$ cat src/design/assert_macros.svh
// assertion macros for the rtl files
// no dependencies; expects clk and arst_n in the including module
`ifndef ASSERT_MACROS_SVH
`define ASSERT_MACROS_SVH

// clocked assertion, off while reset is applied
`define DPTG_ASSERT(label, prop, msg) \
	label: assert property (@(posedge clk) disable iff (!arst_n) prop) else $error(msg);

// clocked assertion that also holds during reset
`define DPTG_ASSERT_ALWAYS(label, prop, msg) \
	label: assert property (@(posedge clk) prop) else $error(msg);

`endif

$ cat src/design/dptg_pkg.sv
// shared types and constants of the debounced pulse train generator
// no dependencies
`default_nettype none

package dptg_pkg;

	// frame engine phases
	typedef enum logic [2:0] {
		PH_IDLE = 3'd0,
		PH_SYNC = 3'd1,
		PH_HIGH = 3'd2,
		PH_LOW  = 3'd3,
		PH_TAIL = 3'd4
	} phase_t;

	// configuration port
	localparam int CFG_INDEX_BITS = 3;
	localparam int CFG_DATA_BITS  = 24;
	localparam int CNT_REG_BITS   = 4;

	localparam logic [CFG_INDEX_BITS-1:0] REG_FIRST_PULSE_WIDTH = 3'd0;
	localparam logic [CFG_INDEX_BITS-1:0] REG_WIDTH_STEP        = 3'd1;
	localparam logic [CFG_INDEX_BITS-1:0] REG_OFF_WIDTH         = 3'd2;
	localparam logic [CFG_INDEX_BITS-1:0] REG_PULSE_COUNT       = 3'd3;
	localparam logic [CFG_INDEX_BITS-1:0] REG_TAIL_WAIT         = 3'd4;
	localparam logic [CFG_INDEX_BITS-1:0] REG_SYNC_WIDTH        = 3'd5;
	localparam logic [CFG_INDEX_BITS-1:0] REG_DEBOUNCE_TICKS    = 3'd6;

	// register values after reset
	localparam logic [CFG_DATA_BITS-1:0] RST_FIRST_PULSE_WIDTH = 24'd100000;
	localparam logic [CFG_DATA_BITS-1:0] RST_WIDTH_STEP        = 24'd50000;
	localparam logic [CFG_DATA_BITS-1:0] RST_OFF_WIDTH         = 24'd400000;
	localparam logic [CNT_REG_BITS-1:0]  RST_PULSE_COUNT       = 4'd5;
	localparam logic [CFG_DATA_BITS-1:0] RST_TAIL_WAIT         = 24'd4500000;
	localparam logic [CFG_DATA_BITS-1:0] RST_SYNC_WIDTH        = 24'd50000;
	localparam logic [CFG_DATA_BITS-1:0] RST_DEBOUNCE_TICKS    = 24'd500000;

endpackage

`default_nettype wire

$ cat src/design/debounced_pulse_train_generator.sv
// top level of the debounced pulse train generator: input stage, tick logic, result register
// depends on dptg_pkg and assert_macros.svh
`default_nettype none
`include "assert_macros.svh"

// Each input transaction is one 1 us tick carrying the two button press events; each one
// yields exactly one result transaction with the pin levels, both toggle flags and the frame
// activity after that tick. One tick is taken per clock cycle unless in_ready is low: a
// transaction is held in the input stage register, the whole tick update (debounce counters,
// toggles, frame phase engine, pin overrides) is one pass of combinational logic whose widest
// part is the 24 x pulse-count multiply for the descending start width, and the outcome lands
// in the result register as the tick leaves the input stage. in_ready only drops when both
// the input stage and the result register are full and out_ready is low, so a held result
// blocks new ticks only with the input stage full. Configuration registers (indexes 0 to 6:
// first_pulse_width, width_step, off_width, pulse_count, tail_wait, sync_width,
// debounce_ticks) are written through a separate transaction port that is always ready;
// unknown indexes are dropped. Write them only while no tick is in flight. Durations are
// saturated to TIMER_BITS and the pulse count to COUNT_BITS; a zero duration lasts one tick.
module debounced_pulse_train_generator #(
	parameter int TIMER_BITS = 24,
	parameter int COUNT_BITS = 4
) (
	input  wire logic                                 clk,
	input  wire logic                                 arst_n,
	// configuration write channel
	input  wire logic                                 cfg_valid,
	output      logic                                 cfg_ready,
	input  wire logic [dptg_pkg::CFG_INDEX_BITS-1:0]  cfg_index,
	input  wire logic [dptg_pkg::CFG_DATA_BITS-1:0]   cfg_data,
	// tick input channel
	input  wire logic                                 in_valid,
	output      logic                                 in_ready,
	input  wire logic                                 enable_press,
	input  wire logic                                 select_press,
	// result channel
	output      logic                                 out_valid,
	input  wire logic                                 out_ready,
	output      logic                                 pin_a_level,
	output      logic                                 pin_b_level,
	output      logic                                 enabled_flag,
	output      logic                                 ascending_flag,
	output      logic                                 frame_active
);
	import dptg_pkg::*;

	// comparison width covering both the timers and the 24 bit registers
	localparam int CMP_BITS = (TIMER_BITS > CFG_DATA_BITS) ? TIMER_BITS : CFG_DATA_BITS;
	// wide enough for first + (n-1)*step and for current + step
	localparam int SUM_BITS = CMP_BITS + COUNT_BITS + 1;
	localparam int CNT_CMP  = (COUNT_BITS > CNT_REG_BITS) ? COUNT_BITS : CNT_REG_BITS;
	localparam int PROD_BITS = CFG_DATA_BITS + COUNT_BITS;

	// saturate a wide value to the timer width
	function automatic logic [TIMER_BITS-1:0] sat_timer(input logic [SUM_BITS-1:0] v);
		logic [TIMER_BITS-1:0] r;
		if (|(v >> TIMER_BITS)) begin
			r = '1;
		end else begin
			r = v[TIMER_BITS-1:0];
		end
		return r;
	endfunction

	// phase length minus the current tick, zero stays zero
	function automatic logic [TIMER_BITS-1:0] load_len(input logic [CMP_BITS-1:0] v);
		logic [TIMER_BITS-1:0] s;
		s = sat_timer(SUM_BITS'(v));
		return (s == '0) ? s : s - 1'b1;
	endfunction

	// ---------------------------------------------------------------- configuration
	logic [CFG_DATA_BITS-1:0] first_width_q, width_step_q, off_width_q;
	logic [CFG_DATA_BITS-1:0] tail_wait_q, sync_width_q, debounce_q;
	logic [CNT_REG_BITS-1:0]  pulse_count_q;

	assign cfg_ready = 1'b1;

	always_ff @(posedge clk or negedge arst_n) begin
		if (!arst_n) begin
			first_width_q <= RST_FIRST_PULSE_WIDTH;
			width_step_q  <= RST_WIDTH_STEP;
			off_width_q   <= RST_OFF_WIDTH;
			pulse_count_q <= RST_PULSE_COUNT;
			tail_wait_q   <= RST_TAIL_WAIT;
			sync_width_q  <= RST_SYNC_WIDTH;
			debounce_q    <= RST_DEBOUNCE_TICKS;
		end else if (cfg_valid && cfg_ready) begin
			unique case (cfg_index)
				REG_FIRST_PULSE_WIDTH: first_width_q <= cfg_data;
				REG_WIDTH_STEP:        width_step_q  <= cfg_data;
				REG_OFF_WIDTH:         off_width_q   <= cfg_data;
				REG_PULSE_COUNT:       pulse_count_q <= cfg_data[CNT_REG_BITS-1:0];
				REG_TAIL_WAIT:         tail_wait_q   <= cfg_data;
				REG_SYNC_WIDTH:        sync_width_q  <= cfg_data;
				REG_DEBOUNCE_TICKS:    debounce_q    <= cfg_data;
				default: begin
					// unknown index, write is dropped
				end
			endcase
		end
	end

	// ---------------------------------------------------------------- handshake
	logic valid_s1;
	logic en_press_s1, sel_press_s1;
	logic out_valid_q;
	logic advance;
	logic step;

	// result register free or being emptied this cycle
	assign advance  = !out_valid_q || out_ready;
	assign in_ready = !valid_s1 || advance;
	// the tick in the input stage is applied to the state
	assign step     = valid_s1 && advance;
	assign out_valid = out_valid_q;

	always_ff @(posedge clk or negedge arst_n) begin
		if (!arst_n) begin
			valid_s1    <= 1'b0;
			out_valid_q <= 1'b0;
		end else begin
			if (in_ready) begin
				valid_s1 <= in_valid;
			end
			if (advance) begin
				out_valid_q <= valid_s1;
			end
		end
	end

	// input stage payload
	always_ff @(posedge clk) begin
		if (in_valid && in_ready) begin
			en_press_s1  <= enable_press;
			sel_press_s1 <= select_press;
		end
	end

	// ---------------------------------------------------------------- tick state
	phase_t                phase_q, phase_d;
	logic [TIMER_BITS-1:0] timer_q, timer_d;
	logic [COUNT_BITS-1:0] pulse_num_q, pulse_num_d;
	logic [TIMER_BITS-1:0] width_q, width_d;
	logic                  frame_order_q, frame_order_d;
	logic                  pin_a_q, pin_a_d, pin_b_q, pin_b_d;
	logic                  en_q, en_d, ord_q, ord_d;
	logic [TIMER_BITS-1:0] en_since_q, en_since_d, sel_since_q, sel_since_d;

	// debounce intermediates
	logic [TIMER_BITS-1:0] en_inc, sel_inc;
	logic                  en_acc, sel_acc;

	// frame engine intermediates
	logic [CNT_CMP-1:0]    cnt_ext;
	logic [COUNT_BITS-1:0] count_lim;
	logic [COUNT_BITS-1:0] count_m1;
	logic [PROD_BITS-1:0]  step_prod;
	logic [TIMER_BITS-1:0] start_width;
	logic [SUM_BITS-1:0]   width_up;
	logic [TIMER_BITS-1:0] width_dn;
	logic                  do_start, do_tail, do_pulse;

	// clamp the pulse count to the counter width
	always_comb begin
		cnt_ext = CNT_CMP'(pulse_count_q);
		if (|(cnt_ext >> COUNT_BITS)) begin
			count_lim = '1;
		end else begin
			count_lim = cnt_ext[COUNT_BITS-1:0];
		end
		count_m1  = count_lim - 1'b1;
		// descending frames start at the widest pulse
		step_prod = width_step_q * PROD_BITS'(count_m1);
		if (ord_d || count_lim == '0) begin
			start_width = sat_timer(SUM_BITS'(first_width_q));
		end else begin
			start_width = sat_timer(SUM_BITS'(first_width_q) + SUM_BITS'(step_prod));
		end
		// width of the next pulse inside a frame
		width_up = SUM_BITS'(width_q) + SUM_BITS'(width_step_q);
		if (CMP_BITS'(width_q) > CMP_BITS'(width_step_q)) begin
			width_dn = TIMER_BITS'(CMP_BITS'(width_q) - CMP_BITS'(width_step_q));
		end else begin
			width_dn = '0;
		end
	end

	// next state of one tick
	always_comb begin
		// press counters count the tick, then check the lockout
		en_inc  = (en_since_q == '1) ? en_since_q : en_since_q + 1'b1;
		sel_inc = (sel_since_q == '1) ? sel_since_q : sel_since_q + 1'b1;
		en_acc  = en_press_s1 &&
			(en_inc == '1 || CMP_BITS'(en_inc) > CMP_BITS'(debounce_q));
		sel_acc = sel_press_s1 &&
			(sel_inc == '1 || CMP_BITS'(sel_inc) > CMP_BITS'(debounce_q));
		en_since_d  = en_acc ? '0 : en_inc;
		sel_since_d = sel_acc ? '0 : sel_inc;
		en_d  = en_q ^ en_acc;
		ord_d = ord_q ^ sel_acc;

		phase_d       = phase_q;
		timer_d       = timer_q;
		pulse_num_d   = pulse_num_q;
		width_d       = width_q;
		frame_order_d = frame_order_q;
		pin_a_d       = pin_a_q;
		pin_b_d       = pin_b_q;
		do_start      = 1'b0;
		do_tail       = 1'b0;
		do_pulse      = 1'b0;

		if (phase_q != PH_IDLE && timer_q != '0) begin
			timer_d = timer_q - 1'b1;
		end else begin
			unique case (phase_q)
				PH_IDLE: begin
					do_start = en_d;
				end
				PH_SYNC: begin
					if (count_lim == '0) begin
						do_tail = 1'b1;
					end else begin
						pulse_num_d = {{(COUNT_BITS-1){1'b0}}, 1'b1};
						do_pulse    = 1'b1;
					end
				end
				PH_HIGH: begin
					pin_a_d = 1'b0;
					phase_d = PH_LOW;
					timer_d = load_len(CMP_BITS'(off_width_q));
				end
				PH_LOW: begin
					if (pulse_num_q >= count_lim) begin
						do_tail = 1'b1;
					end else begin
						pulse_num_d = pulse_num_q + 1'b1;
						width_d     = frame_order_q ? sat_timer(width_up) : width_dn;
						do_pulse    = 1'b1;
					end
				end
				PH_TAIL: begin
					// disabling only lands at the frame boundary
					if (en_d) begin
						do_start = 1'b1;
					end else begin
						phase_d = PH_IDLE;
					end
				end
				default: begin
					phase_d = PH_IDLE;
				end
			endcase
		end

		if (do_start) begin
			frame_order_d = ord_d;
			width_d       = start_width;
			pulse_num_d   = '0;
			pin_a_d       = 1'b0;
			pin_b_d       = 1'b1;
			phase_d       = PH_SYNC;
			timer_d       = load_len(CMP_BITS'(sync_width_q));
		end
		if (do_tail) begin
			pin_a_d = 1'b0;
			phase_d = PH_TAIL;
			timer_d = load_len(CMP_BITS'(tail_wait_q));
		end
		if (do_pulse) begin
			// width_d already holds this pulse's width
			pin_a_d = 1'b1;
			pin_b_d = 1'b0;
			phase_d = PH_HIGH;
			timer_d = load_len(CMP_BITS'(width_d));
		end

		// button writes win over the frame engine
		if (en_acc) begin
			pin_a_d = en_d;
		end
		if (sel_acc) begin
			pin_b_d = ord_d;
		end
	end

	// state register, advanced once per applied tick
	always_ff @(posedge clk or negedge arst_n) begin
		if (!arst_n) begin
			phase_q       <= PH_IDLE;
			timer_q       <= '0;
			pulse_num_q   <= '0;
			width_q       <= '0;
			frame_order_q <= 1'b0;
			pin_a_q       <= 1'b0;
			pin_b_q       <= 1'b0;
			en_q          <= 1'b0;
			ord_q         <= 1'b0;
			en_since_q    <= '0;
			sel_since_q   <= '0;
		end else if (step) begin
			phase_q       <= phase_d;
			timer_q       <= timer_d;
			pulse_num_q   <= pulse_num_d;
			width_q       <= width_d;
			frame_order_q <= frame_order_d;
			pin_a_q       <= pin_a_d;
			pin_b_q       <= pin_b_d;
			en_q          <= en_d;
			ord_q         <= ord_d;
			en_since_q    <= en_since_d;
			sel_since_q   <= sel_since_d;
		end
	end

	// result register
	always_ff @(posedge clk) begin
		if (step) begin
			pin_a_level    <= pin_a_d;
			pin_b_level    <= pin_b_d;
			enabled_flag   <= en_d;
			ascending_flag <= ord_d;
			frame_active   <= (phase_d != PH_IDLE);
		end
	end

	// ---------------------------------------------------------------- assertions
	`DPTG_ASSERT(a_step_gives_result, step |=> out_valid_q,
		"applied tick did not reach the result register")
	`DPTG_ASSERT(a_state_holds, !step |=> $stable(phase_q) && $stable(timer_q) && $stable(en_q),
		"tick state moved without an applied tick")
	`DPTG_ASSERT_ALWAYS(a_idle_timer_clear, phase_q == PH_IDLE |-> timer_q == '0,
		"phase timer left running while idle")
	`DPTG_ASSERT(a_pulse_numbered, (phase_q == PH_HIGH || phase_q == PH_LOW) |-> pulse_num_q != '0,
		"pulse phase with no pulse number")

endmodule

`default_nettype wire
$ cat config.mk
export PLATFORM = sky130hd
export DESIGN_NAME = debounced_pulse_train_generator
export DESIGN_NICKNAME = d
export VERILOG_FILES = /design/src/design/dptg_pkg.sv /design/src/design/debounced_pulse_train_generator.sv
export VERILOG_INCLUDE_DIRS = /design/src /design/src/design
export SDC_FILE = /design/constraint.sdc
export NUM_CORES = 1
export LEC_CHECK = 0
export ABC_AREA = 1
export BUFFER_PORTS_ARGS = -buffer_cell sky130_fd_sc_hd__buf_2
export CAP_MARGIN = 20
export CORE_MARGIN = 2
export CORE_UTILIZATION = 60
export CTS_CLUSTER_DIAMETER = 100
export DETAILED_ROUTE_END_ITERATION = 12
export PLACE_DENSITY = 0.77
export SLEW_MARGIN = 20
export SYNTH_ARGS = -nofsm -noshare
export SYNTH_HDL_FRONTEND = slang
export SYNTH_SLANG_ARGS = --single-unit
$ cat constraint.sdc
create_clock -name clk -period 11.1 [get_ports clk]
set_input_delay 1.665 -clock clk [delete_from_list [all_inputs] [get_ports clk]]
set_output_delay 1.665 -clock clk [all_outputs]
set_load 0.05 [all_outputs]
==> summary.md, run 1 <==
| Metric | Value |
|---|---|
| CTS tree | built |
| Final hold slack | around 0.48 ns |
| Distinct cells, synth | 63 |
| Post-CTS Hold Buffers | 0 |
| Critical-path top delay cell | dfstp_2 |
| Worst endpoint required time | between 10 and 15 ns |
| CP endpoint kind | flop |
| Post-synth top flop | dfrtp_1 |
| Die outline width | about 210 um |
| Final Hold Fails | 0 |
| Final worst slack | approximately 2.2 ns |
| Clk_skew | 0.0152 ns |
| Critical path class | flop to flop |
| First-pass GRT wire length | 134000 um |
| #FFs+latches synth | 265 |
| Critical Path Sink | timer_q[12]$_DFFE_PN0P_ |
| HPWL after DPL | between 60000 and 70000 um |
| # DRC | 0 |
| Syn Inst Count | just under 4000 |
| Worst reg-to-reg path cell count | 32 |
| Routed WL | 86900 um |
| GRT Residual Overflow | 0 |
| H-tree depth | 2 |
| CTS clk-pin slew, worst paths | around 0.060 ns |
| LEAKAGE | between 10 and 15 nW |
| Worst Setup Start Kind | flop |
| Clock tree buffer depth | 3 |
| Layout cell share with drive strength beyond 1 | 6.25% |
| Max_slew headroom | 28.8% |
| Vias per cell | 5.90 |
| Starting Density | approximately three fifths |
| Hold Crit Class | flop to flop |
| Top cell by count, worst path | nand2_1 |
| WP data arrival | about 9.4 ns |
| DRT Pass-1 Iters | 6 |
| Synthesized cell area | approximately 25000 sq um |
| P&R area growth vs syn | 6.34% |
| Clock root cell | clkbuf_16 |
| Syn nets | slightly above 4000 |
| Clk sinks | 265 |
| Initial antenna violation count | 5 |
| Slew @ Worst Pin | 1.07 ns |
| Seq/Total Area, Yosys | 26.4% |
| R2R Setup Slk | roughly 2.2 ns |
| CTS-repair resized insts | 0 |
| Die height | between 200 and 250 um |
| Final Cycle Share | about 80% |
| Avg Cell Area, Syn | 6.58 sq um |
| Setup repair bufs after CTS | 0 |
| Final min period | about 9 ns |
| Reg2reg start | cnt_ext[0]$_DFFE_PN1P_ |
| Max-cap violations | 0 |
| Cell Area, Placed | between 20000 and 30000 sq um |
| Die Footprint | 44100 sq um |
| Ys async rst share | 97.4% |
| ANT nets after route | 0 |
| Nets | around 4100 |
| Max incr delay on CP | 0.85 ns |
| RSZ-0062 raised after global routing | false |
| Drt wl/cell | 19.8 um |
| Synth warn | 0 |
| Vias in the first global route | 23239 |
| Number of synthesized flops with an enable pin | 7 |
| Setup TNS | 0 ns |
| GPL Wtd Cong | 1.09 |
| Reg2reg end | timer_q[12]$_DFFE_PN0P_ |
| CP startpoint | cnt_ext[0]$_DFFE_PN1P_ |
| Final setup vio count | 0 |
| Worst-Skew Late Latency | 0.56 ns |
| Place WS | 2.42 ns |
| Top-level port count | 42 |
| Final Instance Area | ~27000 sq um |
| Number of CTS-inserted buffers | 34 |
| Max Fclk | roughly 110 MHz |
| Max VDD drop | between 0.2 and 0.3 mV |
| Starting DRT DRC Count | ~3000 |
| Crit-path max FO | 25 |
| Largest net degree at the start of global routing | 162 |
| Status | finished, final reports clean |
| Power Density | 311 nW/um^2 |
| Row count | 75 |
| Vias | ~26000 |
| Fin. max-slew vios | 0 |
| Port bufs | 40 |
| Fill cells | ~4000 |
| Core Box Area | around 42000 sq um |
| Total GRT Usage | between 30% and 40% |
## report_power, final
part	switching (mW)	internal (mW)	total [mW]	leakage (nW)
combinational	3.79	1.82	5.61	9.77
clock	0.460	0.722	1.18	0.568
sequential	0.360	1.27	1.63	3.29
total	4.61	3.81	8.42	13.6
## synth_stat cells, drive strengths merged (3+ instances only)
master | n | area, sq um
o22ai | 11 | 68.8
xnor2 | 32 | 280
o21ai | 352 | 1770
nand3b | 4 | 42.5
o31ai | 4 | 30.0
o311ai | 3 | 26.3
dfrtp | 218 | 5460
or2 | 22 | 138
a211oi | 5 | 37.5
nand3 | 264 | 1360
dfstp | 40 | 1050
xor2 | 81 | 709
nor3 | 50 | 255
nand2 | 1064 | 4110
o21a | 6 | 45.0
edfxtp | 7 | 210
clkbuf | 103 | 387
inv | 495 | 1860
a31oi | 18 | 113
buf | 32 | 216
o211ai | 29 | 218
nor4 | 18 | 113
ha | 154 | 1930
a21oi | 158 | 806
nand4 | 83 | 519
a22oi | 4 | 30.0
nor2 | 498 | 1970
o21bai | 15 | 113
a21o | 5 | 37.5
fa | 69 | 1380
a21boi | 7 | 52.6
clkinv | 5 | 18.8
## worst min path at each step
stage                                     startpoint                          to  slack [ns]  cells past startpoint
after floorplan                  pin_a_q$_DFFE_PN0P_         pin_a_q$_DFFE_PN0P_        0.45                      2
after global placement     debounce_q[4]$_DFFE_PN0P_   debounce_q[4]$_DFFE_PN0P_        0.47                      2
after detailed placement         pin_a_q$_DFFE_PN0P_         pin_a_q$_DFFE_PN0P_        0.47                      2
after CTS                     cnt_ext[1]$_DFFE_PN0P_      cnt_ext[1]$_DFFE_PN0P_        0.49                      2
after global routing       debounce_q[2]$_DFFE_PN0P_   debounce_q[2]$_DFFE_PN0P_        0.50                      2
final                     debounce_q[22]$_DFFE_PN0P_  debounce_q[22]$_DFFE_PN0P_        0.48                      2
## layout by cell type (no fill, tap or decap), types with 6 or more instances in the layout
cell and count:
edfxtp_1 7, nor2_2 17, o21ai_1 7, nor4_1 18, or2_2 21, nor2_4 6
nor3_1 49, clkbuf_16 37, nand4_1 83, fa_1 69, buf_2 39, a21oi_1 156
buf_4 18, nand2_4 6, nand3_1 259, xnor2_1 32, dfrtp_1 218, a31oi_1 18
ha_1 154, clkbuf_1 8, xor2_1 81, dfstp_2 40, inv_1 495, nor2_1 474
a21boi_0 7, o22ai_1 11, nand2_1 1030, nand2_2 28, o21ai_0 344, o21bai_1 15
o211ai_1 29, o21a_1 6
## sequential cells by signal (all words and copies together) (netlist names), 3 cells and up
signal / count
width_step_q: 24
debounce_q: 24
first_width_q: 24
width_q: 24
off_width_q: 24
sync_width_q: 24
sel_since_q: 24
cnt_ext: 4
tail_wait_q: 24
timer_q: 24
phase_q: 3
en_since_q: 24
pulse_num_q: 4
## layer usage
layer / wire [um] / global-route usage (%)
met4: 2620 / 11.8
met2: 36300 / 57.6
met1: 37800 / 58.1
met5: 0 / 0
met3: 10200 / 9.27
## cell families (layout without fill, tap and decap cells)
logic type,Yosys count,after routing,synth area share (%)
other cells,1,4,0.0147
buf+inv,635,618,9.73
compound gates,623,623,13.3
mux,1,1,0.0393
fa+ha+maj,223,223,13.0
flops,265,265,26.4
simple gates,2013,2013,33.7
xor+xnor,113,113,3.88
## critical path: cells and delay by family (launching register included)
family / cells / cell delay, ns
and+or+nand+nor: 19 / 4.53
adders and majority gates: 6 / 2.31
DFF: 1 / 0.85
AOI/OAI and AO/OA: 3 / 0.77
buffers and inverters: 4 / 0.36
## cell type report
| cell class | instances | area [sq um] | area share [%] |
|---|---|---|---|
| Tap cell | 539 | 674 | 2.49 |
| Clock inverter | 11 | 173 | 0.637 |
| Multi-Input combinational cell | 2974 | 16300 | 60.1 |
| Clock buffer | 48 | 997 | 3.68 |
| Timing Repair Buffer | 59 | 365 | 1.35 |
| Inverter | 500 | 1880 | 6.93 |
| Sequential cell | 265 | 6720 | 24.8 |
| Antenna cell | 3 | 7.51 | 0.0277 |
## through the flow
stage / utilization (%) / total power [mW] / cells
2_1_floorplan: - / 5.58 / 3874
3_3_place_gp: 61.8 / 7.03 / 4337
3_5_place_dp: 61.8 / 7.05 / 4337
4_1_cts: 64.6 / 8.27 / 4396
5_1_grt: 64.6 / 9.15 / 4396
6_report: 64.6 / 8.42 / 4399
Note: power is estimated with default switching activity, not from simulation.
==> run 2, diff against run 1 <==
--- a/config.mk
+++ b/config.mk
@@ -10,10 +10,10 @@
 export BUFFER_PORTS_ARGS = -buffer_cell sky130_fd_sc_hd__buf_2
 export CAP_MARGIN = 20
 export CORE_MARGIN = 2
-export CORE_UTILIZATION = 60
+export CORE_UTILIZATION = 59
 export CTS_CLUSTER_DIAMETER = 100
 export DETAILED_ROUTE_END_ITERATION = 12
-export PLACE_DENSITY = 0.77
+export PLACE_DENSITY = 0.78
 export SLEW_MARGIN = 20
 export SYNTH_ARGS = -nofsm -noshare
 export SYNTH_HDL_FRONTEND = slang
==> constraint.sdc (replaced) <==
create_clock -name clk -period 7.54 [get_ports clk]
set_input_delay 1.131 -clock clk [delete_from_list [all_inputs] [get_ports clk]]
set_output_delay 1.131 -clock clk [all_outputs]
set_load 0.05 [all_outputs]
==> run 2 against run 1 <==
Compared with the run above:
- utilization shrank 1.2 points
- clock-buffer cell count shrank 5
- non-clock buffer count is 16 higher
- register-to-register slack got worse by 1.8 ns
- clock power up 35%
- sequential cell count stayed put
- global-route usage down 0.74 points
- sequential share of layout area down 0.087 points
- clock skew grew 0.0020 ns
- final cell count up 1.3%
- routed wire length down 0.16%
- critical path type unchanged
==> summary.md, run 2 (same netlist as run 1, synthesis figures left out) <==
| Metric | Value |
|---|---|
| Status | finished, final reports clean |
| Port bufs | 40 |
| Critical-path top delay cell | dfstp_2 |
| Max incr delay on CP | 0.53 ns |
| Power Density | roughly 460 nW/um^2 |
| # DRC | 0 |
| Fin. max-slew vios | 0 |
| Final Hold Fails | 0 |
| R2R Setup Slk | 0.42 ns |
| N_diodes | 0 |
| Max_slew headroom | approximately 28% |
| LEAKAGE | between 10 and 15 nW |
| ANT nets after route | 0 |
| Clock tree buffer depth | 3 |
| Clock root cell | clkbuf_16 |
| DRT Pass-1 Iters | 6 |
| Core Box Area | approximately 43000 sq um |
| Net Sw Frac | 55.3% |
| Top-level port count | 42 |
| Die outline width | about 210 um |
| CTS clk-pin slew, worst paths | about 0.060 ns |
| Logic pwr share | between 60% and 70% |
| CP endpoint kind | flop |
| Post-CTS Hold Buffers | 0 |
| Cell Area, Placed | around 26000 sq um |
| RSZ-0062 raised after global routing | false |
| Vias | between 20000 and 30000 |
| Final min period | 7.12 ns |
| Crit-path max FO | 13 |
| P&R area growth vs syn | 6.72% |
| Overall power | between 10 and 15 mW |
| Slew @ Worst Pin | 1.07 ns |
| Clk_skew | ~0.017 ns |
| Commonest non-fill, non-tap cells in the layout | nand2_1, inv_1, nor2_1 |
| Max VDD drop | 0.403 mV |
| Pint | 5.55 mW |
| GRT Residual Overflow | 0 |
| WP buf/inv | 7 |
| Top cell by count, worst path | nand2_1 |
| Flop pwr share | 19.1% |
| Clk sinks | 265 |
| H-tree depth | 1 |
| Critical path class | flop to flop |
| CP delay by family, top | simple AND/OR/NAND/NOR gates |
| CTS tree | built |
| WP data arrival | around 7.6 ns |
| Starting DRT DRC Count | ~3000 |
| Layout cell share with drive strength beyond 1 | slightly below 7% |
| Vias per cell | around 5.8 |
| Max Fclk | 140 MHz |
| Clock power frac | between 10% and 20% |
| Vias in the first global route | between 20000 and 25000 |
| Worst-Skew Late Latency | ~0.6 ns |
| Register area | about 6700 sq um |
| Max-cap violations | 0 |
| Reg2reg start | cnt_ext[0]$_DFFE_PN1P_ |
| Commonest non-fill, non-tap cell in the layout | nand2_1 |
| Worst Setup Start Kind | flop |
| Reg2reg end | timer_q[0]$_DFFE_PN0P_ |
| Area taken by multi-input logic gates | roughly 16000 sq um |
| Drt wl/cell | 19.5 um |
| Worst endpoint required time | 8.00 ns |
| CP startpoint | cnt_ext[0]$_DFFE_PN1P_ |
| Die Footprint | roughly 45000 sq um |
| HPWL after DPL | about 66000 um |
| Row count | between 70 and 80 |
| Final Cycle Share | between 90 and 100% |
| GPL Wtd Cong | 1.07 |
| Starting Density | 59.4% |
| Routed WL | 86700 um |
| Initial antenna violation count | 3 |
| Final setup vio count | 0 |
| Hold Crit Class | input pin to async pin |
| Nets | ~4100 |
| Die height | 212 um |
| Final Instance Area | 27200 sq um |
| Setup TNS | 0 ns |
| First-pass GRT wire length | between 100000 and 150000 um |
| Worst reg-to-reg path cell count | 36 |
| Largest net degree at the start of global routing | 72 |
| Sw Pwr | around 7 mW |
| Critical Path Sink | timer_q[0]$_DFFE_PN0P_ |
| Number of CTS-inserted buffers | 30 |
| Crit. path cell count | 36 |
| Total GRT Usage | roughly 39% |
| Fill cells | 4056 |
==> run 2: cell types whose count changed in the layout (fill, tap and decap cells not counted), sizes merged <==
cell / before / now
inv: 497 / 496
clkinvlp: 1 / 5
clkbuf: 48 / 43
diode: 3 / 0
buf: 59 / 75
==> run 2: area by class of cell <==
class / instances / area share [%]
clock buffer: 43 / 3.20
clock inverter: 13 / 0.704
inverter: 500 / 6.92
multi-input combinational: 2974 / 60.0
sequential: 265 / 24.7
tap: 585 / 2.69
timing repair buffer: 75 / 1.74
timing repair inverter: 1 / 0.0276
==> run 2: timing repair <==
action / in CTS / in global routing
setup buffers: 0 / 1
resized for setup: 0 / 7
setup endpoints to repair: 0 / 24
==> run 2: worst min-delay path by stage <==
stage	startpoint	endpoint	slack [ns]	cells past startpoint
floorplan	pin_a_q$_DFFE_PN0P_	pin_a_q$_DFFE_PN0P_	0.45	2
global placement	debounce_q[7]$_DFFE_PN0P_	debounce_q[7]$_DFFE_PN0P_	0.47	2
detailed placement	pin_a_q$_DFFE_PN0P_	pin_a_q$_DFFE_PN0P_	0.47	2
CTS	first_width_q[2]$_DFFE_PN0P_	first_width_q[2]$_DFFE_PN0P_	0.49	2
global route	debounce_q[3]$_DFFE_PN0P_	debounce_q[3]$_DFFE_PN0P_	0.51	2
finish	arst_n	sel_since_q[19]$_DFFE_PN0P_	0.49	1
==> run 2: metal layers <==
metal	vias to the layer above	wire length (um)	global-route usage [%]
met4	6	3150	12.1
met3	160	9900	10.2
li1	12439	-	-
met1	11980	37700	56.1
met5	-	34	0
met2	1288	36000	56.3
==> run 2: power groups by stage <==
| stage | Clock (mW) | Combinational [mW] | Sequential [mW] |
|---|---|---|---|
| 4_1_cts | 1.60 | 8.17 | 2.34 |
| 2_1_floorplan | 0 | 5.98 | 2.23 |
| 6_report | 1.59 | 8.46 | 2.36 |
| 5_1_grt | 1.65 | 9.36 | 2.42 |
| 3_5_place_dp | 0 | 8.11 | 2.36 |
| 3_3_place_gp | 0 | 8.07 | 2.36 |
==> run 2: metrics by stage <==
stage / cells / hold slack [ns] / setup slack, ns / util (%)
floorplan: 3874 / 0.449 / 1.40 / -
global placement: 4398 / 0.466 / 0.434 / 60.8
detailed placement: 4398 / 0.467 / 0.316 / 60.8
CTS: 4454 / 0.489 / 0.283 / 63.3
global route: 4456 / 0.512 / 0.0323 / 63.4
finish: 4456 / 0.489 / 0.421 / 63.4
